[src/rtl/bldc_block_commutation_top_assert.svh]
// ----------------------------------------------------------------------------
// bldc_block_commutation_top_assert.svh
// Assertion macros shared by the commutation block. All checks are clocked on
// clock and disabled while reset is high.
// ----------------------------------------------------------------------------
`ifndef BLDC_BLOCK_COMMUTATION_TOP_ASSERT_SVH
`define BLDC_BLOCK_COMMUTATION_TOP_ASSERT_SVH

// Condition holds in the same cycle as the trigger.
`define BBC_ASSERT_NOW(label, ante, cons, msg) \
   label: assert property (@(posedge clock) disable iff (reset) (ante) |-> (cons)) \
      else $error(msg);

// Condition holds in the cycle after the trigger.
`define BBC_ASSERT_NEXT(label, ante, cons, msg) \
   label: assert property (@(posedge clock) disable iff (reset) (ante) |=> (cons)) \
      else $error(msg);

`endif

[src/rtl/bbc_pkg.sv]
// ----------------------------------------------------------------------------
// bbc_pkg
// Types, constants and helper functions for six-step BLDC commutation.
// ----------------------------------------------------------------------------
package bbc_pkg;

   // Fixed settings of the commutation scheme.
   localparam int PWM_PERIOD    = 2000;
   localparam int CALIB_SAMPLES = 1000;

   localparam int REQ_DATA_W  = 40;
   localparam int RSP_DATA_W  = 40;
   localparam int CSR_INDEX_W = 2;
   localparam int CSR_DATA_W  = 12;
   localparam int SAMPLE_W    = 12;
   localparam int CMD_W       = 12;
   localparam int AMP_W       = 13;
   localparam int PHASE_W     = 14;
   localparam int SUM_W       = 18;
   localparam int DUTY_W      = 11;
   localparam int SECTOR_W    = 3;
   localparam int CALIB_W     = 10;

   // Register indexes of the configuration port.
   localparam logic [CSR_INDEX_W-1:0] CSR_MOTOR_ENABLE  = 2'd0;
   localparam logic [CSR_INDEX_W-1:0] CSR_CURRENT_LIMIT = 2'd1;

   localparam logic [SAMPLE_W-1:0] CURRENT_LIMIT_RESET  = 12'd750;
   localparam logic [SAMPLE_W-1:0] CURRENT_OFFSET_RESET = 12'd2000;
   localparam logic [CALIB_W-1:0]  CALIB_COUNT          = CALIB_W'(CALIB_SAMPLES);

   localparam logic signed [SUM_W-1:0] DUTY_CENTER = SUM_W'(PWM_PERIOD / 2);
   localparam logic signed [SUM_W-1:0] DUTY_MIN    = SUM_W'(10);
   localparam logic signed [SUM_W-1:0] DUTY_MAX    = SUM_W'(PWM_PERIOD - 10);

   typedef logic [SECTOR_W-1:0] sector_type;

   typedef struct packed {
      logic signed [AMP_W-1:0] u;
      logic signed [AMP_W-1:0] v;
      logic signed [AMP_W-1:0] w;
   } phase_set_type;

   // Hall code (after inversion) to commutation sector, offset of two included.
   function automatic sector_type hall_to_sector(input logic [2:0] code);
      sector_type s;
      case (code)
         3'd0:    s = 3'd2;
         3'd1:    s = 3'd2;
         3'd2:    s = 3'd4;
         3'd3:    s = 3'd3;
         3'd4:    s = 3'd0;
         3'd5:    s = 3'd1;
         3'd6:    s = 3'd5;
         3'd7:    s = 3'd2;
         default: s = 3'd2;
      endcase
      return s;
   endfunction

   function automatic sector_type sector_back(input sector_type s);
      return (s == 3'd0) ? 3'd5 : s - 3'd1;
   endfunction

   function automatic sector_type sector_ahead(input sector_type s);
      return (s >= 3'd5) ? 3'd0 : s + 3'd1;
   endfunction

   // Block commutation: drive two phases with +a and -a, leave the third at 0.
   function automatic phase_set_type six_step(input logic signed [AMP_W-1:0] a,
                                              input sector_type s);
      phase_set_type p;
      p = '0;
      case (s)
         3'd0: begin p.v = a;  p.w = -a; end
         3'd1: begin p.u = -a; p.v = a;  end
         3'd2: begin p.u = -a; p.w = a;  end
         3'd3: begin p.v = -a; p.w = a;  end
         3'd4: begin p.u = a;  p.v = -a; end
         3'd5: begin p.u = a;  p.w = -a; end
         default: p = '0;
      endcase
      return p;
   endfunction

   // Center a phase value on half the period and clamp it into the window.
   function automatic logic [DUTY_W-1:0] clamp_duty(input logic signed [PHASE_W-1:0] x);
      logic signed [SUM_W-1:0] y;
      y = SUM_W'(x) + DUTY_CENTER;
      if (y < DUTY_MIN) y = DUTY_MIN;
      if (y > DUTY_MAX) y = DUTY_MAX;
      return y[DUTY_W-1:0];
   endfunction

endpackage

[src/rtl/bldc_block_commutation_top.sv]
// ----------------------------------------------------------------------------
// bldc_block_commutation_top
// Hall-sensored six-step commutation of one BLDC motor, one PWM tick per beat.
// ----------------------------------------------------------------------------
// Usage:
//   req_*  : one beat per PWM tick carrying hall pins, DC current sample,
//            drive command, weakening amount and the link timeout flag.
//   rsp_*  : one beat per tick after calibration with three clamped duty
//            values, the main output enable and the rotor sector.
//   csr_*  : register writes (index 0 motor_enable, 1 current_limit_counts);
//            always ready, write only while no tick is in flight.
//   The first CALIB_SAMPLES beats after reset train the current offset
//   (offset = (sample + offset) / 2) and produce no result beat.
//   A request beat passes the input register, then the result register,
//   from which its result beat is offered. Throughput: one beat per cycle
//   while rsp_tready is high, set by the two-stage register pipeline with
//   single-pass logic between.
//   Reset: offset returns to 2000, calibration restarts, motor disabled,
//   current limit back to 750, both pipeline stages emptied.
//   Stall: when rsp_tready is low the result holds; the input stage still
//   takes one more beat, then req_tready drops until the result drains.
// ----------------------------------------------------------------------------
module bldc_block_commutation_top (
   input  logic                                 clock,
   input  logic                                 reset,
   // [0] hall_u_pin, [1] hall_v_pin, [2] hall_w_pin, [14:3] dc_current_sample,
   // [26:15] drive_command, [38:27] weakening_amount, [39] timed_out
   input  logic [bbc_pkg::REQ_DATA_W-1:0]       req_tdata,
   input  logic                                 req_tvalid,
   output logic                                 req_tready,
   // [10:0] duty_u, [21:11] duty_v, [32:22] duty_w, [33] output_enable,
   // [36:34] rotor_sector, [39:37] zero
   output logic [bbc_pkg::RSP_DATA_W-1:0]       rsp_tdata,
   output logic                                 rsp_tvalid,
   input  logic                                 rsp_tready,
   input  logic                                 csr_valid,
   output logic                                 csr_ready,
   input  logic [bbc_pkg::CSR_INDEX_W-1:0]      csr_index,
   input  logic [bbc_pkg::CSR_DATA_W-1:0]       csr_data
);
   import bbc_pkg::*;

   // configuration
   logic                motor_enable_ff,  motor_enable_in;
   logic [SAMPLE_W-1:0] current_limit_ff, current_limit_in;

   // calibration state
   logic [SAMPLE_W-1:0] current_offset_ff, current_offset_in;
   logic [CALIB_W-1:0]  calib_count_ff,    calib_count_in;

   // pipeline
   logic                  s1_valid_ff,  s1_valid_in;
   logic [REQ_DATA_W-1:0] s1_data_ff;
   logic                  rsp_valid_ff, rsp_valid_in;
   logic [RSP_DATA_W-1:0] rsp_data_ff,  rsp_data_in;

   logic req_accept;
   logic s1_advance;
   logic in_calib;
   logic calib_fire;
   logic [CALIB_W-1:0] calib_count_inc;
   logic [SAMPLE_W:0] offset_sum;
   logic duty_u_ok;

   // stage 1 decode
   logic [SAMPLE_W-1:0]     sample;
   logic signed [CMD_W-1:0] drive;
   logic signed [CMD_W-1:0] weaken;
   logic                    timed_out;
   logic [2:0]              hall_code;
   sector_type              sector;
   sector_type              weak_sector;
   logic signed [AMP_W-1:0] weak_amp;
   phase_set_type           main_ph;
   phase_set_type           weak_ph;
   logic signed [SAMPLE_W:0] diff;
   logic [SAMPLE_W-1:0]     diff_abs;
   logic                    enable;
   logic [DUTY_W-1:0]       duty_u, duty_v, duty_w;

   // --- handshake ---------------------------------------------------------
   assign s1_advance = !rsp_valid_ff || rsp_tready;
   assign req_tready = !s1_valid_ff || s1_advance;
   assign req_accept = req_tvalid && req_tready;
   assign in_calib   = calib_count_ff < CALIB_COUNT;
   assign calib_fire = req_accept && in_calib;
   assign csr_ready  = 1'b1;

   assign rsp_tvalid = rsp_valid_ff;
   assign rsp_tdata  = rsp_data_ff;

   // --- configuration and calibration next state --------------------------
   assign offset_sum      = {1'b0, req_tdata[14:3]} + {1'b0, current_offset_ff};
   assign calib_count_inc = calib_count_ff + 1'b1;

   always_comb begin
      motor_enable_in   = motor_enable_ff;
      current_limit_in  = current_limit_ff;
      current_offset_in = current_offset_ff;
      calib_count_in    = calib_count_ff;
      if (csr_valid) begin
         // unknown indexes drop silently
         case (csr_index)
            CSR_MOTOR_ENABLE:  motor_enable_in  = csr_data[0];
            CSR_CURRENT_LIMIT: current_limit_in = csr_data;
            default: ;
         endcase
      end
      if (calib_fire) begin
         calib_count_in    = calib_count_inc;
         current_offset_in = offset_sum[SAMPLE_W:1];
      end
   end

   // --- pipeline control --------------------------------------------------
   always_comb begin
      if (req_accept)      s1_valid_in = !in_calib;   // calibration ticks drop here
      else if (s1_advance) s1_valid_in = 1'b0;
      else                 s1_valid_in = s1_valid_ff;
      rsp_valid_in = s1_advance ? s1_valid_ff : rsp_valid_ff;
   end

   // --- commutation logic on the input register ---------------------------
   always_comb begin
      sample    = s1_data_ff[14:3];
      drive     = s1_data_ff[26:15];
      weaken    = s1_data_ff[38:27];
      timed_out = s1_data_ff[39];
      // hall pins are active low
      hall_code = ~s1_data_ff[2:0];
      sector    = hall_to_sector(hall_code);

      // weakening leads one sector back when driving forward, else one ahead
      if (drive > 0) begin
         weak_sector = sector_back(sector);
         weak_amp    = AMP_W'(weaken);
      end else begin
         weak_sector = sector_ahead(sector);
         weak_amp    = -AMP_W'(weaken);
      end
      main_ph = six_step(AMP_W'(drive), sector);
      weak_ph = six_step(weak_amp, weak_sector);

      duty_u = clamp_duty(PHASE_W'(main_ph.u) + PHASE_W'(weak_ph.u));
      duty_v = clamp_duty(PHASE_W'(main_ph.v) + PHASE_W'(weak_ph.v));
      duty_w = clamp_duty(PHASE_W'(main_ph.w) + PHASE_W'(weak_ph.w));

      diff     = $signed({1'b0, sample}) - $signed({1'b0, current_offset_ff});
      diff_abs = diff[SAMPLE_W] ? SAMPLE_W'(-diff) : diff[SAMPLE_W-1:0];
      enable   = motor_enable_ff && !timed_out && (diff_abs <= current_limit_ff);

      rsp_data_in = {3'b000, sector, enable, duty_w, duty_v, duty_u};
   end

   // --- registers ---------------------------------------------------------
   always_ff @(posedge clock) begin
      if (reset) begin
         motor_enable_ff   <= 1'b0;
         current_limit_ff  <= CURRENT_LIMIT_RESET;
         current_offset_ff <= CURRENT_OFFSET_RESET;
         calib_count_ff    <= '0;
         s1_valid_ff       <= 1'b0;
         rsp_valid_ff      <= 1'b0;
      end else begin
         motor_enable_ff   <= motor_enable_in;
         current_limit_ff  <= current_limit_in;
         current_offset_ff <= current_offset_in;
         calib_count_ff    <= calib_count_in;
         s1_valid_ff       <= s1_valid_in;
         rsp_valid_ff      <= rsp_valid_in;
      end
   end

   always_ff @(posedge clock) begin
      if (req_accept) begin
         s1_data_ff <= req_tdata;
      end
      if (s1_advance && s1_valid_ff) begin
         rsp_data_ff <= rsp_data_in;
      end
   end

   // --- assertions --------------------------------------------------------
   assign duty_u_ok = (rsp_data_ff[DUTY_W-1:0] >= DUTY_W'(DUTY_MIN))
                   && (rsp_data_ff[DUTY_W-1:0] <= DUTY_W'(DUTY_MAX));

`include "bldc_block_commutation_top_assert.svh"

   `BBC_ASSERT_NOW(a_calib_quiet, in_calib, !s1_valid_ff && !rsp_valid_ff, "result in calibration")
   `BBC_ASSERT_NEXT(a_calib, calib_fire, calib_count_ff == $past(calib_count_inc), "calib stuck")
   `BBC_ASSERT_NOW(a_sector_range, rsp_valid_ff, rsp_data_ff[36:34] <= 3'd5, "sector out of range")
   `BBC_ASSERT_NOW(a_duty_range, rsp_valid_ff, duty_u_ok, "duty out of window")

endmodule
[config.mk]
export PLATFORM = sky130hd
export DESIGN_NAME = bldc_block_commutation_top
export DESIGN_NICKNAME = d
export VERILOG_FILES = /design/src/rtl/bbc_pkg.sv /design/src/rtl/bldc_block_commutation_top.sv
export VERILOG_INCLUDE_DIRS = /design/src /design/src/rtl
export SDC_FILE = /design/constraint.sdc
export NUM_CORES = 1
export LEC_CHECK = 0
export ABC_AREA = 1
export BUFFER_PORTS_ARGS = -buffer_cell sky130_fd_sc_hd__buf_2
export CAP_MARGIN = 20
export CORE_MARGIN = 5
export CORE_UTILIZATION = 50
export CTS_CLUSTER_SIZE = 30
export DETAILED_ROUTE_END_ITERATION = 10
export PLACE_DENSITY = 0.71
export SYNTH_ARGS = -nofsm -noshare
export SYNTH_HDL_FRONTEND = slang
export SYNTH_SLANG_ARGS = --single-unit
[constraint.sdc]
create_clock -name clock -period 12.8 [get_ports clock]
set_clock_uncertainty 0.15 [all_clocks]
set_input_delay 1.92 -clock clock [delete_from_list [all_inputs] [get_ports clock]]
set_output_delay 1.92 -clock clock [all_outputs]
set_load 0.03 [all_outputs]
Word-level counts from Yosys, hierarchy flattened

Memories as Yosys holds them, arrays and structs flattened.
Cells that the tools add are included.

Register bits: 114
ROM bits: 24
Output and inout port bits: 43
Word-level logic and storage cells: 94
Memories kept: 1

Memory list:

| memory          | depth | width | rd ports | clocked after memory_dff | wr ports | line          | source |
|---|---|---|---|---|---|---|---|
| (no name shown) | 8     | 3     | 1        | 0                        | 0        | bbc_pkg.sv:47 | `case (code)` |

$add $sub $neg: 15
Magnitude comparators: 10
Equal/unequal tests: 11
Mux-type cells: 16
Bitwise logic cells: 1
Reduce and logical (&&, ||, !) cells: 29

Operators by type and width:

| operator                                             | count |
|---|---|
| one-hot mux 13 bit (2 select lines)                  | 6 |
| > comparator 18 x 12 -> 1 bit, second input constant | 3 |
| two-way mux 18 bit                                   | 3 |
| adder 14 x 11 -> 15 bit, second input constant       | 3 |
| < comparator 15 x 5 -> 1 bit, second input constant  | 3 |
| adder 13 x 13 -> 14 bit                              | 3 |
| negation 12 -> 13 bit                                | 2 |
| OR reduction 2 bit                                   | 12 |
| adder 12 x 12 -> 13 bit                              | 1 |
| two-way mux 13 bit                                   | 1 |
| negation 13 bit                                      | 1 |
| subtractor 12 x 12 -> 13 bit                         | 1 |
| equality test 3 x 2 -> 1 bit, second input constant  | 4 |
| equality test 3 bit, second input constant           | 4 |
| > comparator 12 x 1 -> 1 bit, second input constant  | 1 |
| less-or-equal comparator 12 bit                      | 1 |
| two-way mux 12 bit                                   | 1 |
| negation 12 bit                                      | 1 |
| adder 10 x 1 -> 10 bit, second input constant        | 1 |
| < comparator 10 bit, second input constant           | 1 |
| two-way mux 3 bit                                    | 3 |
| equality test 3 x 1 -> 1 bit, second input constant  | 2 |
| logical NOT 3 bit                                    | 2 |
| logical AND 1 bit                                    | 5 |
| 11 further kinds                                     | 17 |

Longest topological paths before layout

An unclocked memory read counts as a cell.

Word-level depth: 13
Depth in mapped cells: 44

Worst setup path after synthesis

Ideal clock, no wire load.

Path kind: reg2reg
From: register s1_data_ff[1]
To: register rsp_data_ff[3], in the netlist rsp_tdata[3] (data pin)
Library setup time: 0.250 ns
Data arrival time: 5.265 ns
Data required time: 12.400 ns
Path slack: 7.135 ns
Stages on the path, launching flop included: 40
Buffers on the path: 0
Path through: edfxtp_1 > inv_1 > ha_1 > inv_1 > o21a_1 > inv_1 > nor2_1 > ha_1 > o21ai_4 > nand2_2 > nor2_4 > inv_2 > o22ai_1 > ha_1 > ha_1 > fa_1 > nand3_1 > nand2_1 > [4 not listed] > nor3_1 > nand2_1 > nor3_1 > nand3_1 > nor2_1 > ha_1 > inv_1 > nand2_1 > nor2_1 > nor2_1 > nand3_1 > nand3_1 > nor2_1 > nand3_1 > nand2_1 > nand3_1 > nand2_1 > inv_1

Cells in the longest elaborated chain, start to end: 13
Elaborated cells between the ends (all ways): 28
Classes of those cells: 4 x add/sub; 3 x order compare; 8 x eq/ne; 6 x mux; 1 x bitwise; 5 x reduce/logical; 1 x memory

Ends and longest elaborated chain:

| what                                               | line                              | source |
|---|---|---|
| start, declared                                    | bldc_block_commutation_top.sv:53  | `logic [REQ_DATA_W-1:0] s1_data_ff;` |
| start signal, assigned                             | bldc_block_commutation_top.sv:176 | `s1_data_ff <= req_tdata;` |
| NOT 3 bit (*)                                      | bldc_block_commutation_top.sv:130 | `hall_code = ~s1_data_ff[2:0];` |
| memory (8 x 3 bit) (*)                             | -                                 |  |
| net sector[0]                                      | bldc_block_commutation_top.sv:71  | `sector_type sector;` |
| adder 3 x 1 -> 3 bit, or another cell as far along | bbc_pkg.sv:66                     | `return (s >= 3'd5) ? 3'd0 : s + 3'd1;` |
| two-way mux 3 bit, on equally long branches        | bbc_pkg.sv:66, bbc_pkg.sv:62      |  |
| two-way mux 3 bit                                  | bldc_block_commutation_top.sv:134 | `if (drive > 0) begin` |
| equality test 3 bit, or another cell as far along  | bbc_pkg.sv:74                     | `case (s)` |
| OR reduction 2 bit (no line)                       | -                                 |  |
| one-hot mux 13 bit (2 select lines)                | bbc_pkg.sv:74                     |  |
| adder 13 x 13 -> 14 bit (*)                        | bldc_block_commutation_top.sv:144 | `duty_u = clamp_duty(PHASE_W'(main_ph.u) + PHASE_W'(weak_ph.u));` |
| adder 14 x 11 -> 15 bit (*)                        | bbc_pkg.sv:89                     | `y = SUM_W'(x) + DUTY_CENTER;` |
| < comparator 15 x 5 -> 1 bit                       | bbc_pkg.sv:90                     | `if (y < DUTY_MIN) y = DUTY_MIN;` |
| two-way mux 18 bit (*)                             | bbc_pkg.sv:90                     |  |
| > comparator 18 x 12 -> 1 bit                      | bbc_pkg.sv:91                     | `if (y > DUTY_MAX) y = DUTY_MAX;` |
| end signal, assigned                               | bldc_block_commutation_top.sv:179 | `rsp_data_ff <= rsp_data_in;` |
| end, declared                                      | bldc_block_commutation_top.sv:55  | `logic [RSP_DATA_W-1:0] rsp_data_ff, rsp_data_in;` |

Mark *: on every way through the listed nets, which the timed path passes. The rest lies on a longest branch.
A chain may end at the register's enable or synchronous reset.

Worst setup path after layout

From: register s1_data_ff[1]
To: register rsp_data_ff[13], in the netlist rsp_tdata[13] (data pin)

Cells in the longest elaborated chain, start to end: 13
Elaborated cells between the ends (all ways): 27
Classes of those cells: 4 x add/sub; 3 x order compare; 6 x eq/ne; 6 x mux; 1 x bitwise; 6 x reduce/logical; 1 x memory

Ends and longest elaborated chain:

| what                                               | line                              | source |
|---|---|---|
| NOT 3 bit (*)                                      | bldc_block_commutation_top.sv:130 |  |
| memory (8 x 3 bit) (*)                             | -                                 |  |
| net sector[0]                                      | bldc_block_commutation_top.sv:71  |  |
| adder 3 x 1 -> 3 bit, or another cell as far along | bbc_pkg.sv:66                     |  |
| two-way mux 3 bit, on equally long branches        | bbc_pkg.sv:66, bbc_pkg.sv:62      |  |
| two-way mux 3 bit                                  | bldc_block_commutation_top.sv:134 |  |
| equality test 3 bit, or another cell as far along  | bbc_pkg.sv:74                     |  |
| OR reduction 2 bit (no line)                       | -                                 |  |
| one-hot mux 13 bit (2 select lines)                | bbc_pkg.sv:74                     |  |
| adder 13 x 13 -> 14 bit (*)                        | bldc_block_commutation_top.sv:145 | `duty_v = clamp_duty(PHASE_W'(main_ph.v) + PHASE_W'(weak_ph.v));` |
| adder 14 x 11 -> 15 bit (*)                        | bbc_pkg.sv:89                     |  |
| < comparator 15 x 5 -> 1 bit                       | bbc_pkg.sv:90                     |  |
| two-way mux 18 bit (*)                             | bbc_pkg.sv:90                     |  |
| > comparator 18 x 12 -> 1 bit                      | bbc_pkg.sv:91                     |  |

Marked as above.

==> metrics.yaml <==
yosysTopAreaCell: "edfxtp_1"
fin_setup_tns_ns: 0
yosysMostFrequentCell: "nand2_1"
finalWorstPathRequiredPeriod_ns: 6.560
grt_pass1_vias: 9764
finalCritPeriodShare_pct: 51.25
overflow: 0
cp_common_cell: "nand2_1"
worst_pin_slew_ns: 0.9800
num_antenna_cells: 0
antenna_found_initial: 3
io_buffers: 97
design.die.area_um2: 24470
path_class: "reg2reg"
ir_worst_vdd_uv: 105.1
synth_seq_cells: 114
grt_pass1_wl_um: 46110
syn_avg_cell_area_um2: 6.967
syn_inst: 1539
synthFlopType: "edfxtp_1"
hp-class: "reg2reg"
cts_max_level: 4
core_region_area_um2: 21090
grt_util_all_layers_pct: 23.02
cp-start-kind: "register"
dpl.cell_count: 1894
timing.fmax_ghz: 0.1524
yosys_warnings: 0
ys_types: 54
fp.dieH_um: 156.4
cts.sinks: 114
io_pins: 102
remaining_drc_errors: 0
setup_viol: 0
seq_area_frac_synth_pct: 28.47
total_power_uw: 1965
wl_um: 28000
place_congestion: 1.013
critPathSlowestCell: "edfxtp_1"
synth_common_cells: "nand2_1 (400), inv_1 (269), ha_1 (127), nand3_1 (118), nor2_1 (110)"
area.growth.synth_to_final_pct: 12.25
grt_max_degree: 42
slew_viol_final: 0
p_per_area_nw_per_um2: 163.3
stdcell_count: 1926
ant_nets: 0
rows: 53
crit_required_ns: 12.81
cts.reportedPaths.clkPinSlew_ns: 0.06
cap_violations: 0
crit_path_end_kind: "register"
status: "complete, no violations"
avgRoutedWirePerCell_um: 14.54
post_cts_buffers: 0
root_buffer: "clkbuf_16"
clock_path_buffers: 2
dr.pass1.iters: 7
drt_iter0_drc: 722
worstSkewPairLatency_ns: 0.43
ctsHoldBuffers: 0
synthArstFlopShare_pct: 0
rsz0062_at_grt: "no"
cp.arrival_ns: 6.57
drive_above_1_share_pct: 11.33
final_util_pct: 57.07
netlist.area_leader.share_pct: 21.57
numCtsBuffers: 17
die_w_um: 156.4
hold_ws_ns: 0.3278
synth-edff-count: 77
yosys-top-cells-area: "edfxtp_1 (22%), ha_1 (15%), nand2_1 (14%)"
hold_viol: 0
cp_max_fo: 9
netlist_area_um2: 10720
post-dp-hpwl_um: 22480
max_stage_delay_ns: 0.42
relSlewSlack_pct: 34.57
initial_core_util_pct: 50.84
cts_resized: 0
vias_per_cell: 5.302
num_vias: 10210
nets: 1829
cts_tree: "built"
p_leak_uw: 0.006222
-- where the power goes --
group          internal (uW)  switching (uW)  total [uW]
clock network            265             204         469
logic                    363             686        1050
registers                434            13.2         447
total                   1060             903        1970
-- per-stage QoR --
stage          worst slack, ns  cell area [um2]
5_1_grt                  5.625            12040
3_5_place_dp             6.298            11470
4_1_cts                  6.281            12040
3_3_place_gp             6.415            11470
6_report                 6.240            12040
2_1_floorplan            7.135            10730
-- cells by family after synthesis --
group                    Yosys count  synth area share (%)
AND/OR/NAND/NOR                  709                 28.77
buffers and inverters            309                 11.16
AO/OA/AOI/OAI                    241                 13.16
adder cells (fa/ha/maj)          132                 15.75
flip-flops                       114                 28.47
XOR/XNOR                          32                 2.614
other                              2               0.07005
-- registers in the layout (all words and copies together) (netlist names) --
signal / count
s1_valid_ff: 1
rsp_tdata: 37
current_limit_ff: 12
rsp_tvalid: 1
s1_data_ff: 40
motor_enable_ff: 1
current_offset_ff: 12
calib_count_ff: 10
-- path summary, 6_finish.rpt --
kind | start | slack [ns] | cells after the start | to
worst max-delay path | s1_data_ff[1]$_DFFE_PP_ | 6.24 | 37 | rsp_tdata[13]$_SDFFCE_PN1P_
worst min-delay path | current_limit_ff[8]$_SDFFE_PP0P_ | 0.33 | 2 | current_limit_ff[8]$_SDFFE_PP0P_
worst max register to register | s1_data_ff[1]$_DFFE_PP_ | 6.24 | 37 | rsp_tdata[13]$_SDFFCE_PN1P_
worst min register to register | current_limit_ff[8]$_SDFFE_PP0P_ | 0.33 | 2 | current_limit_ff[8]$_SDFFE_PP0P_
-- worst max-delay path: cells and delay by family (launching register included) --
family / cells / cell delay, ns
simple gates: 17 / 2.01
xor+xnor: 1 / 0.12
fa+ha+maj: 6 / 1.60
compound gates: 6 / 1.23
flops: 1 / 0.42
buf+inv: 7 / 0.75
-- layout by cell type (no fill, tap or decap), types with 22 or more instances in the layout --
cell type  Yosys  layout
a21oi_1       87      86
buf_2          1      97
dfxtp_1       37      37
edfxtp_1      77      77
ha_1         127     127
inv_1        269     268
nand2_1      400     400
nand3_1      118     118
nor2_1       110     110
o21ai_0       61      61
o22ai_1       32      32
xor2_1        22      22
-- area by class of cell --
class                           count  area, um2
Sequential cell                   114       3053
Timing Repair Buffer               99      500.5
Tap cell                          275      344.1
Fill cell                        2054       9052
Inverter                          288       1086
Clock buffer                       19      454.2
Clock inverter                     13      106.4
Multi-Input combinational cell   1118       6491
-- metal layers --
metal  track usage, %  wire, um
met5                0        29
met1            28.42     12270
met3            4.425      1476
met2            40.33     13400
met4            7.686       826
Note: power is estimated with default switching activity, not from simulation.
